File: config.mk
export PLATFORM = sky130hd
export DESIGN_NAME = escaped_frame_deframer_checker_unit
export DESIGN_NICKNAME = d
export VERILOG_FILES = /design/src/hw/rtl/efd_pkg.sv /design/src/hw/rtl/escaped_frame_deframer_checker_unit.sv /design/src/hw/rtl/efd_frame_core.sv /design/src/hw/rtl/efd_result_reg.sv
export SDC_FILE = /design/constraint.sdc
export NUM_CORES = 1
export LEC_CHECK = 0
export ABC_AREA = 1
export BUFFER_PORTS_ARGS = -buffer_cell sky130_fd_sc_hd__buf_2
export CAP_MARGIN = 20
export CORE_MARGIN = 2
export CORE_UTILIZATION = 35
export CTS_CLUSTER_SIZE = 25
export DETAILED_ROUTE_END_ITERATION = 8
export SKIP_LAST_GASP = 1
export SLEW_MARGIN = 25
export SYNTH_ARGS = -nofsm -noshare
export SYNTH_HDL_FRONTEND = slang
export SYNTH_SLANG_ARGS = --single-unit
File: constraint.sdc
create_clock -name clk -period 6.7 [get_ports clk]
set_input_delay 0.335 -clock clk [delete_from_list [all_inputs] [get_ports clk]]
set_output_delay 0.335 -clock clk [all_outputs]
set_load 0.01 [all_outputs]
File: src/hw/rtl/efd_pkg.sv
package efd_pkg;

  // largest frame the byte counter covers
  localparam int unsigned MAX_FRAME = 64;

  localparam int unsigned BYTE_W  = 8;
  localparam int unsigned LEN_W   = 7;
  localparam int unsigned IDX_W   = 6;
  localparam int unsigned CFG_W   = 7;
  localparam int unsigned CFG_IDX_W = 1;

  localparam logic [LEN_W-1:0] MAX_FRAME_LEN = LEN_W'(MAX_FRAME);

  // control characters on the line
  localparam logic [BYTE_W-1:0] CH_START = 8'hA0;
  localparam logic [BYTE_W-1:0] CH_STOP  = 8'hA5;
  localparam logic [BYTE_W-1:0] CH_SHAKE = 8'hA6;
  localparam logic [BYTE_W-1:0] CH_ESC   = 8'hAA;

  // configuration register indexes
  localparam logic [CFG_IDX_W-1:0] REG_MAX_LENGTH = 1'b0;
  localparam logic [CFG_IDX_W-1:0] REG_MIN_LENGTH = 1'b1;

  localparam logic [CFG_W-1:0] MAX_LENGTH_RST = 7'd47;
  localparam logic [CFG_W-1:0] MIN_LENGTH_RST = 7'd8;

  typedef enum logic [1:0] {
    KIND_BYTE  = 2'd0,
    KIND_END   = 2'd1,
    KIND_ABORT = 2'd2
  } kind_t;

  typedef enum logic [2:0] {
    ST_OK    = 3'd0,
    ST_SHORT = 3'd1,
    ST_HDR   = 3'd2,
    ST_BODY  = 3'd3,
    ST_ESC   = 3'd4,
    ST_LONG  = 3'd5
  } status_t;

  typedef struct packed {
    logic              valid;
    kind_t             kind;
    logic [BYTE_W-1:0] payload_byte;
    logic [IDX_W-1:0]  byte_index;
    status_t           status;
    logic [LEN_W-1:0]  frame_length;
  } res_t;

  typedef struct packed {
    logic              hit;
    logic [BYTE_W-1:0] plain;
  } esc_t;

  // maps an escaped code back to its plain byte
  function automatic esc_t esc_decode(input logic [BYTE_W-1:0] code);
    esc_t r;
    r.hit = 1'b1;
    unique case (code)
      8'hB0:   r.plain = 8'hA0;
      8'hB5:   r.plain = 8'hA5;
      8'hB6:   r.plain = 8'hA6;
      8'hBA:   r.plain = 8'hAA;
      8'h3B:   r.plain = 8'h1B;
      default: begin
        r.hit   = 1'b0;
        r.plain = '0;
      end
    endcase
    return r;
  endfunction

endpackage

File: src/hw/rtl/escaped_frame_deframer_checker_unit.sv
// Escaped serial frame deframer and checker. Takes one received byte per
// transaction: 0xA0 opens (or reopens) a frame, 0xA5 closes it, 0xA6 is dropped
// and 0xAA escapes the next byte, which is mapped back through a five-entry
// table. Each payload byte comes out with its index; the stop byte gives an end
// transaction whose status checks minimum length, the header sum of bytes 0..2
// and the body sum of bytes 3..end. A bad escape or an overlong frame gives an
// abort transaction. Throughput is one byte per clock when out_stall is low;
// a byte passes the input register, the frame state update and the result
// register; bytes giving no result take a slot too. Configuration must be
// written only while idle (not enforced); max_length is clipped to 64.
module escaped_frame_deframer_checker_unit (
  input  logic                          clk,
  input  logic                          rst,
  // input byte channel
  input  logic                          in_valid,
  output logic                          in_stall,
  input  logic [efd_pkg::BYTE_W-1:0]    rx_byte,
  // result channel
  output logic                          out_valid,
  input  logic                          out_stall,
  output logic [1:0]                    kind,
  output logic [efd_pkg::BYTE_W-1:0]    payload_byte,
  output logic [efd_pkg::IDX_W-1:0]     byte_index,
  output logic [2:0]                    status,
  output logic [efd_pkg::LEN_W-1:0]     frame_length,
  // configuration write port
  input  logic                          cfg_write,
  input  logic [efd_pkg::CFG_IDX_W-1:0] cfg_index,
  input  logic [efd_pkg::CFG_W-1:0]     cfg_data
);
  import efd_pkg::*;

  // configuration registers
  logic [CFG_W-1:0]  max_length;
  logic [CFG_W-1:0]  min_length;

  // input register
  logic              in_reg_valid;
  logic [BYTE_W-1:0] in_reg_byte;

  logic              out_free;
  logic              fire;
  logic              in_take;
  res_t              res;

  // item in the input register moves on when the result register has room
  assign fire     = in_reg_valid && out_free;
  assign in_stall = in_reg_valid && !out_free;
  assign in_take  = in_valid && !in_stall;

  always_ff @(posedge clk) begin
    if (rst) begin
      max_length <= MAX_LENGTH_RST;
      min_length <= MIN_LENGTH_RST;
    end else if (cfg_write) begin
      unique case (cfg_index)
        REG_MAX_LENGTH: max_length <= cfg_data;
        REG_MIN_LENGTH: min_length <= cfg_data;
        default: ;
      endcase
    end
  end

  always_ff @(posedge clk) begin
    if (rst) begin
      in_reg_valid <= 1'b0;
    end else if (!in_stall) begin
      in_reg_valid <= in_valid;
    end
  end

  // payload only, no reset needed
  always_ff @(posedge clk) begin
    if (in_take) begin
      in_reg_byte <= rx_byte;
    end
  end

  efd_frame_core u_core (
    .clk        (clk),
    .rst        (rst),
    .fire       (fire),
    .rx_byte    (in_reg_byte),
    .max_length (max_length),
    .min_length (min_length),
    .res        (res)
  );

  efd_result_reg u_result (
    .clk          (clk),
    .rst          (rst),
    .res          (res),
    .out_stall    (out_stall),
    .free         (out_free),
    .out_valid    (out_valid),
    .kind         (kind),
    .payload_byte (payload_byte),
    .byte_index   (byte_index),
    .status       (status),
    .frame_length (frame_length)
  );

endmodule

File: src/hw/rtl/efd_frame_core.sv
module efd_frame_core (
  input  logic                       clk,
  input  logic                       rst,
  input  logic                       fire,
  input  logic [efd_pkg::BYTE_W-1:0] rx_byte,
  input  logic [efd_pkg::CFG_W-1:0]  max_length,
  input  logic [efd_pkg::CFG_W-1:0]  min_length,
  output efd_pkg::res_t              res
);
  import efd_pkg::*;

  logic              in_frame, in_frame_next;
  logic              escape_pending, escape_pending_next;
  logic [LEN_W-1:0]  byte_count, byte_count_next;
  logic [BYTE_W-1:0] header_sum, header_sum_next;
  logic [BYTE_W-1:0] body_sum, body_sum_next;

  logic [LEN_W-1:0]  limit;
  esc_t              esc;
  logic              do_take;
  logic              do_abort;
  status_t           abort_status;
  logic [BYTE_W-1:0] data_byte;

  assign limit = (max_length > MAX_FRAME_LEN) ? MAX_FRAME_LEN : max_length;
  assign esc   = esc_decode(rx_byte);

  always_comb begin
    in_frame_next       = in_frame;
    escape_pending_next = escape_pending;
    byte_count_next     = byte_count;
    header_sum_next     = header_sum;
    body_sum_next       = body_sum;
    do_take             = 1'b0;
    do_abort            = 1'b0;
    abort_status        = ST_ESC;
    data_byte           = rx_byte;
    res                 = '0;
    res.kind            = KIND_BYTE;
    res.status          = ST_OK;

    if (fire) begin
      if (rx_byte == CH_START) begin
        in_frame_next       = 1'b1;
        escape_pending_next = 1'b0;
        byte_count_next     = '0;
        header_sum_next     = '0;
        body_sum_next       = '0;
      end else if (in_frame) begin
        if (escape_pending) begin
          escape_pending_next = 1'b0;
          data_byte           = esc.plain;
          do_take             = esc.hit;
          do_abort            = !esc.hit;
        end else if (rx_byte == CH_ESC) begin
          escape_pending_next = 1'b1;
        end else if (rx_byte == CH_STOP) begin
          in_frame_next    = 1'b0;
          res.valid        = 1'b1;
          res.kind         = KIND_END;
          res.frame_length = byte_count;
          priority if (byte_count < min_length) res.status = ST_SHORT;
          else if (header_sum != '0)            res.status = ST_HDR;
          else if (body_sum != '0)              res.status = ST_BODY;
          else                                  res.status = ST_OK;
        end else if (rx_byte != CH_SHAKE) begin
          do_take = 1'b1;
        end
      end
    end

    // overlong check applies to plain and escaped bytes alike
    if (do_take && byte_count >= limit) begin
      do_take      = 1'b0;
      do_abort     = 1'b1;
      abort_status = ST_LONG;
    end

    if (do_take) begin
      if (byte_count < LEN_W'(3)) begin
        header_sum_next = header_sum + data_byte;
      end else begin
        body_sum_next = body_sum + data_byte;
      end
      byte_count_next  = byte_count + LEN_W'(1);
      res.valid        = 1'b1;
      res.kind         = KIND_BYTE;
      res.payload_byte = data_byte;
      res.byte_index   = byte_count[IDX_W-1:0];
    end

    if (do_abort) begin
      in_frame_next       = 1'b0;
      escape_pending_next = 1'b0;
      res.valid           = 1'b1;
      res.kind            = KIND_ABORT;
      res.status          = abort_status;
      res.frame_length    = byte_count;
    end
  end

  always_ff @(posedge clk) begin
    if (rst) begin
      in_frame       <= 1'b0;
      escape_pending <= 1'b0;
      byte_count     <= '0;
      header_sum     <= '0;
      body_sum       <= '0;
    end else begin
      in_frame       <= in_frame_next;
      escape_pending <= escape_pending_next;
      byte_count     <= byte_count_next;
      header_sum     <= header_sum_next;
      body_sum       <= body_sum_next;
    end
  end

  a_byte_ok: assert property (@(posedge clk) disable iff (rst)
    res.valid && res.kind == KIND_BYTE |-> res.status == ST_OK)
    else $error("payload byte carries an error status");

  a_count_bound: assert property (@(posedge clk) disable iff (rst)
    byte_count <= MAX_FRAME_LEN)
    else $error("byte count beyond frame size");

  a_no_esc_idle: assert property (@(posedge clk) disable iff (rst)
    !in_frame |-> !escape_pending)
    else $error("escape pending outside a frame");

  a_start: assert property (@(posedge clk) disable iff (rst)
    fire && rx_byte == CH_START |=> in_frame && byte_count == '0 && !escape_pending)
    else $error("start byte did not open a clean frame");

endmodule

File: src/hw/rtl/efd_result_reg.sv
module efd_result_reg (
  input  logic                       clk,
  input  logic                       rst,
  input  efd_pkg::res_t              res,
  input  logic                       out_stall,
  output logic                       free,
  output logic                       out_valid,
  output logic [1:0]                 kind,
  output logic [efd_pkg::BYTE_W-1:0] payload_byte,
  output logic [efd_pkg::IDX_W-1:0]  byte_index,
  output logic [2:0]                 status,
  output logic [efd_pkg::LEN_W-1:0]  frame_length
);
  import efd_pkg::*;

  res_t held;

  // register can take a new result when empty or being drained
  assign free = !held.valid || !out_stall;

  always_ff @(posedge clk) begin
    if (rst) begin
      held.valid <= 1'b0;
    end else if (free) begin
      held <= res;
    end
  end

  assign out_valid    = held.valid;
  assign kind         = held.kind;
  assign payload_byte = held.payload_byte;
  assign byte_index   = held.byte_index;
  assign status       = held.status;
  assign frame_length = held.frame_length;

endmodule
==> results.md, run 1 <==
* Die Wd at around 110 µm
* Clk_lat worst skew at between 0.3 and 0.4 ns
* Setup CP Type: flop to flop
* WP buf/inv at 3
* Overall Power at around 1.1 mW
* DRT Pass-1 Iters at 4
* Gr usage total at between 10% and 20%
* Vias in the first global route at about 3400
* Pleak at 2.18 nW
* Critical Path Start Type: flop
* Max cap viols at 0
* Fmax achieved at 304 MHz
* Vias post-DR at 3504
* H-tree levels at 3
* Setup Buffers After CTS at 0
* PwrDens at 214 mW/mm²
* Input/output buffers at 48
* Clk sinks at between 70 and 80
* Worst slack, placed at roughly 3.4 ns
* Vert. Die Dim at around 110 µm
* Nets at 615
* Register Area at about 0.0018 mm²
* Pins Over Slew Limit at 0
* Grt ovf at 0
* CTS tree: built
* Antenna diode count at 0
* Wirelength per Cell at ~13 µm
* CP peak stage delay at between 0.4 and 0.5 ns
* CP required at approximately 7.0 ns
* # fillers at ~1200
* Crit-path most repeated cell: nand2_1
* HP Class: primary input to flop
* Clock Path Buffers at 2
* I/O pins at 49
* Row count at 40
* Clock Skew at between 0.006 and 0.007 ns
* RSZ-0062 raised after global routing: false
* Worst slew pin tran at 0.715 ns
* Final wirelength at 9550 µm
* Synth Area per Inst at 8.24 µm²
* Post-CTS sizing at 0
* Clock slew seen by the registers of the worst setup and hold paths at 0.05 ns
* WHS at ~0.18 ns
* Multi-input logic area at ~0.0021 mm²
* Critical Path Sink Type: flop
* Number of flops mapped to enable cells by yosys at 33
* CP delay by family, top: simple AND/OR/NAND/NOR gates
* Post-route ant nets at 0
* Layout cells sized above 1 at approximately 18%
* Antenna violations before repair at 0
* Total CTS buffers at 9
* Crit-path cells: nor2_1 -> nand2_1 -> inv_1 -> nand2_1 -> inv_1 -> nand2_2 -> nand2_1 -> inv_1 -> nand2_1 -> o21ai_0 -> ha_1 -> a21oi_1 -> nand2_1 -> nand2_1 -> nand2_1 -> a21oi_1 -> xor2_1 -> nand2_1 -> a21oi_1
* Initial DRC count at ~210
* Fin worst setup slack at around 3.4 ns
* RePlAce Congestion at approximately 0.87
* CP arrival at 3.55 ns
* Largest net degree at the start of global routing at 28
* Final period util at 49.1%
* Unique masters post-synth at between 40 and 50
* Cells after Synth at roughly 500
* Post-Syn Nets at 565
* Slowest-stage cell, CP: edfxtp_1
* Relative slew margins at a little over half
* # DRC at 0
* DP Wirelength at about 7300 µm
* YS warnings at 0
* Final Hold Fails at 0
* Final Critical Period at roughly 3.3 ns
* DR vias/cell at between 4 and 5
* Crit-path max FO at 27
* Core area at between 0.01 and 0.015 mm²
* Area grow syn2layout at 16.2%
* VDD IR-drop max at between 100 and 150 µV
* Hold-fix buffers, CTS at 0
* Sequential share of the synthesized area at about 43%
* Status: finished clean
* Die ar. at between 0.01 and 0.015 mm²
* Starting Density at a little over a third
* Yosys reg bits at 74
* Setup TNS at 0 ns
* First-pass GRT wire length at about 16000 µm
* Top_reg_cell synth: dfxtp_1
* Root Buffer: clkbuf_16
* Async set-reset flop share out of synthesis at 0%
* # setup viols final at 0
* Synth Cell Area at around 0.0042 mm²
## registers in the layout, indices dropped and copies added (netlist names)
name                   flops
u_result.kind              2
u_core.body_sum            8
max_length                 7
in_reg_valid               1
u_result.frame_length      7
u_result.payload_byte      8
u_result.status            2
u_result.byte_index        6
u_core.header_sum          8
min_length                 7
u_core.byte_count          7
u_core.in_frame            1
u_result.out_valid         1
in_reg_byte                8
u_core.escape_pending      1
## routing by layer
metal | vias to the layer above | track usage (%) | wire length (µm)
met5 | - | 0 | 0
met1 | 1597 | 20.8 | 4590
met2 | 73 | 25.9 | 4440
met3 | 10 | 2.66 | 397
li1 | 1824 | - | -
met4 | 0 | 5.61 | 124
## cell families after synthesis
group                    after synthesis  synth area share, %
AND/OR/NAND/NOR                      238                 26.2
AO/OA/AOI/OAI                         87                 11.7
flip-flops                            74                 42.9
buffers and inverters                 69                 6.82
adder cells (fa/ha/maj)               32                 9.85
XOR/XNOR                              12                 2.49
## worst paths after layout
check	endpoint	cells after the start	slack, ns	start
worst max-delay path	u_core.header_sum[5]	19	3.41	in_reg_byte[3]
worst min-delay path	in_reg_byte[2]	1	0.18	rx_byte[2]
worst max register to register	u_core.header_sum[5]	19	3.41	in_reg_byte[3]
worst min register to register	min_length[4]	2	0.46	min_length[4]
## power by group
group / internal [mW] / switching (mW) / total, mW
logic: 0.0266 / 0.0494 / 0.0760
registers: 0.485 / 0.00715 / 0.492
clock network: 0.306 / 0.176 / 0.482
## final cells by class
class	count	share of cell area (%)
tap	147	3.75
multi-input combinational	369	43.3
sequential	74	37.0
clock buffer	11	5.16
inverter	59	4.67
clock inverter	5	1.07
timing repair buffer	49	5.05
## synth_stat cells (3+ instances only)
master | number | area (µm²)
a21oi_1 | 49 | 245
a21oi_2 | 5 | 43.8
clkbuf_1 | 4 | 15.0
dfxtp_1 | 41 | 821
edfxtp_1 | 33 | 991
ha_1 | 30 | 375
inv_1 | 51 | 191
inv_2 | 5 | 18.8
nand2_1 | 111 | 417
nand2_2 | 3 | 18.8
nand3_1 | 29 | 145
nand4_1 | 7 | 43.8
nor2_1 | 55 | 206
nor2_2 | 8 | 50.1
nor3_1 | 8 | 40.0
nor4_1 | 5 | 31.3
o211ai_1 | 4 | 30.0
o21ai_0 | 18 | 90.1
o21ai_1 | 4 | 20.0
xnor2_1 | 6 | 52.6
xor2_1 | 6 | 52.6
## worst reg2reg max path: stages, from the launching register on
cell      delay (ns)
edfxtp_1        0.46
nor2_1          0.15
nand2_1         0.08
inv_1           0.05
nand2_1         0.07
inv_1           0.14
nand2_2         0.33
nand2_1         0.25
inv_1           0.08
nand2_1         0.06
o21ai_0         0.24
ha_1            0.42
a21oi_1         0.14
nand2_1         0.11
nand2_1         0.07
nand2_1         0.05
a21oi_1         0.15
xor2_1          0.16
nand2_1         0.07
a21oi_1         0.14
## cells in the final DEF (no fill, tap or decap), types with 3 or more instances in the layout
cell,count
o211ai_1,4
o21ai_0,18
dfxtp_1,41
clkinv_2,3
nand2_2,3
nand4_1,7
nor4_1,5
nor3_1,8
xnor2_1,6
a21oi_1,48
edfxtp_1,33
xor2_1,6
nand3_1,29
clkbuf_16,9
inv_2,5
ha_1,30
inv_1,51
nand2_1,111
buf_2,48
o21ai_1,4
a21oi_2,6
nor2_2,8
nor2_1,55
## through the flow
step           cell area, µm²  cells  utilization, %
6_report                 4900    714            41.1
3_3_place_gp             4600    698            38.6
4_1_cts                  4900    714            41.1
2_1_floorplan            4220    512               -
3_5_place_dp             4600    698            38.6
5_1_grt                  4900    714            41.1
Power figures use the tool's default switching activity.
==> run 2, diff against run 1 <==
==> constraint.sdc (replaced) <==
create_clock -name clk -period 3.31 [get_ports clk]
set_input_delay 0.1655 -clock clk [delete_from_list [all_inputs] [get_ports clk]]
set_output_delay 0.1655 -clock clk [all_outputs]
set_load 0.01 [all_outputs]
==> run 2 against run 1 <==
Net effect: via count rose by 1.8%; power rose by 98%; core utilization rose by 0.64 points; setup slack got worse by 3.1 ns; first-iteration DRC count fell by 32%; fmax rose by 9.2%; worst hold slack got worse by 0.16 ns; clock power rose by 92%; register-to-register slack got worse by 3.1 ns; global-route usage fell by 0.073 points; critical path depth fell by 2; cell count rose by 1.4%; largest power group unchanged; highest routed layer unchanged.
==> results.md, run 2 (same netlist as run 1, synthesis figures left out) <==
* Status: finished clean
* VDD IR-drop max at 212 µV
* I/O pins at between 40 and 50
* Die ar. at 0.0129 mm²
* Total CTS buffers at 9
* DP Cell Count at between 700 and 800
* Post-route ant nets at 0
* FF-to-FF setup slack at between 0.2 and 0.3 ns
* CTS tree: built
* Setup CP Type: flop to flop
* H-tree levels at 3
* Final wirelength at just under 10000 µm
* Final Critical Period at 3.01 ns
* Worst Hold End: in_reg_byte[1]
* Pleak at ~2.2 nW
* Busiest grt layer: met2
* DR vias/cell at between 4 and 5
* Area grow syn2layout at 18.0%
* Overall Power at around 2.1 mW
* Root Buffer: clkbuf_16
* CP required at around 3.6 ns
* Fin worst setup slack at roughly 0.30 ns
* Reg-to-Reg Start: u_core.escape_pending
* First-pass GRT wire length at approximately 16000 µm
* Clock slew seen by the registers of the worst setup and hold paths at 0.06 ns
* Most frequent cells in the layout: nand2_1 (111), nor2_1 (54), inv_1 (51), a21oi_1 (48), buf_2 (48)
* RePlAce Congestion at between 0.9 and 1
* Row count at 40
* R2R Path End: u_core.header_sum[6]
* # fillers at ~1200
* Vias post-DR at 3567
* Die Wd at between 100 and 150 µm
* Relative slew margins at 54.3%
* WHS Path Cells at 1
* Critical Path Start Type: flop
* Largest net degree at the start of global routing at 26
* Crit-path max FO at 6
* Fmax achieved at between 300 and 400 MHz
* Final Hold Fails at 0
* WHS at approximately 0.022 ns
* Layout cells sized above 1 at a little under a fifth
* Core area at between 0.01 and 0.015 mm²
* # setup viols final at 0
* PwrDens at 419 mW/mm²
* Initial DRC count at around 140
* Met2 track demand over resource at between 20% and 30%
* Met3 Resource Use GR at 2.60%
* DRT Pass-1 Iters at 4
* RSZ-0062 raised after global routing: false
* Clk sinks at 74
* Critical Path Sink Type: flop
* Worst slack, placed at 0.264 ns
* Clock Path Buffers at 2
* Clk_lat worst skew at ~0.35 ns
* Register Area at 0.00181 mm²
* Setup Buffers After CTS at 0
* Max cap viols at 0
* Hold Path Origin: rx_byte[1]
* Clock Skew at between 0.009 and 0.01 ns
* Input/output buffers at 48
* Worst Reg2Reg Path Length in Cells at 17
* Met1 Use GR at a little over a fifth
* Worst slew pin tran at around 0.68 ns
* Vias in the first global route at 3354
* Vert. Die Dim at 114 µm
* Wirelength per Cell at around 13 µm
* DP Wirelength at about 7300 µm
* HP Class: primary input to flop
* Starting Density at between 30% and 40%
* Setup TNS at 0 ns
* Commonest non-fill, non-tap cell in the layout: nand2_1
* Antenna diode count at 0
* CP arrival at 3.25 ns
* Final cell count without fillers at around 720
* Grt ovf at 0
* Gr usage total at between 15 and 20%
* Pins Over Slew Limit at 0
* Nets at between 600 and 700
* # DRC at 0
* Multi-input logic area at 0.00213 mm²
* Final period util at 91.0%
* Antenna violations before repair at 0
==> run 2: cell count changes in the layout (fill, tap and decap cells not counted), moves of 2 or more <==
| cell | previous run | this run |
|---|---|---|
| clkinv_4 | 0 | 3 |
| clkbuf_8 | 2 | 0 |
| buf_4 | 1 | 4 |
| clkinv_2 | 3 | 0 |
| dlygate4sd3_1 | 0 | 7 |
==> run 2: cell type report <==
type                            count  share of cell area [%]
Multi-Input combinational cell    369                    42.7
Sequential cell                    74                    36.4
Timing Repair Buffer               59                    6.84
Inverter                           59                    4.60
Clock buffer                        9                    4.52
Tap cell                          147                    3.70
Clock inverter                      7                    1.23
==> run 2: critical path, stage by stage, from the launching register on <==
cell,delay [ns]
dfxtp_1,0.42
nand2_1,0.12
nor2_2,0.17
inv_1,0.12
or2_2,0.32
o22ai_1,0.19
inv_1,0.11
ha_1,0.24
fa_1,0.41
nand3_1,0.09
nand3_1,0.10
nand2_1,0.08
nand2_1,0.05
a21oi_1,0.15
xor2_1,0.17
nand2_1,0.07
nand2_1,0.06
nor2_1,0.06
==> run 2: power breakdown <==
part           switching [mW]  internal (mW)  leakage [nW]
clock network           0.408          0.518         0.134
logic                   0.102         0.0602          1.41
registers              0.0139          0.982         0.670
==> run 2: worst max-delay path by stage <==
| stage | start | to | slack (ns) | cells after the start |
|---|---|---|---|---|
| floorplan | u_result.out_valid | u_core.header_sum[6] | 0.59 | 18 |
| global placement | u_result.out_valid | u_core.header_sum[6] | 0.38 | 18 |
| detailed placement | u_core.escape_pending | u_core.header_sum[6] | 0.26 | 17 |
| CTS | u_core.escape_pending | u_core.header_sum[6] | 0.27 | 17 |
| global route | u_core.escape_pending | u_core.body_sum[6] | 0.01 | 16 |
| finish | u_core.escape_pending | u_core.header_sum[6] | 0.30 | 17 |
==> run 2: routing by layer <==
| metal | wire, µm | share of wire (%) |
|---|---|---|
| met1 | 4630 | 48 |
| met2 | 4520 | 47 |
| met3 | 388 | 4.0 |
| met4 | 134 | 1.4 |
| met5 | 0 | 0 |
==> run 2: timing repair <==
action | 4_1_cts | 5_1_grt
setup endpoints to repair | 0 | 2
hold endpoints to repair | 7 | 0
gates resized for setup | 0 | 1
hold buffers | 7 | 0
==> run 2: per-stage QoR <==
step / cell area (µm²) / utilization [%]
floorplan: 4220 / -
global placement: 4620 / 38.8
detailed placement: 4620 / 38.8
CTS: 4970 / 41.8
global route: 4980 / 41.8
finish: 4980 / 41.8
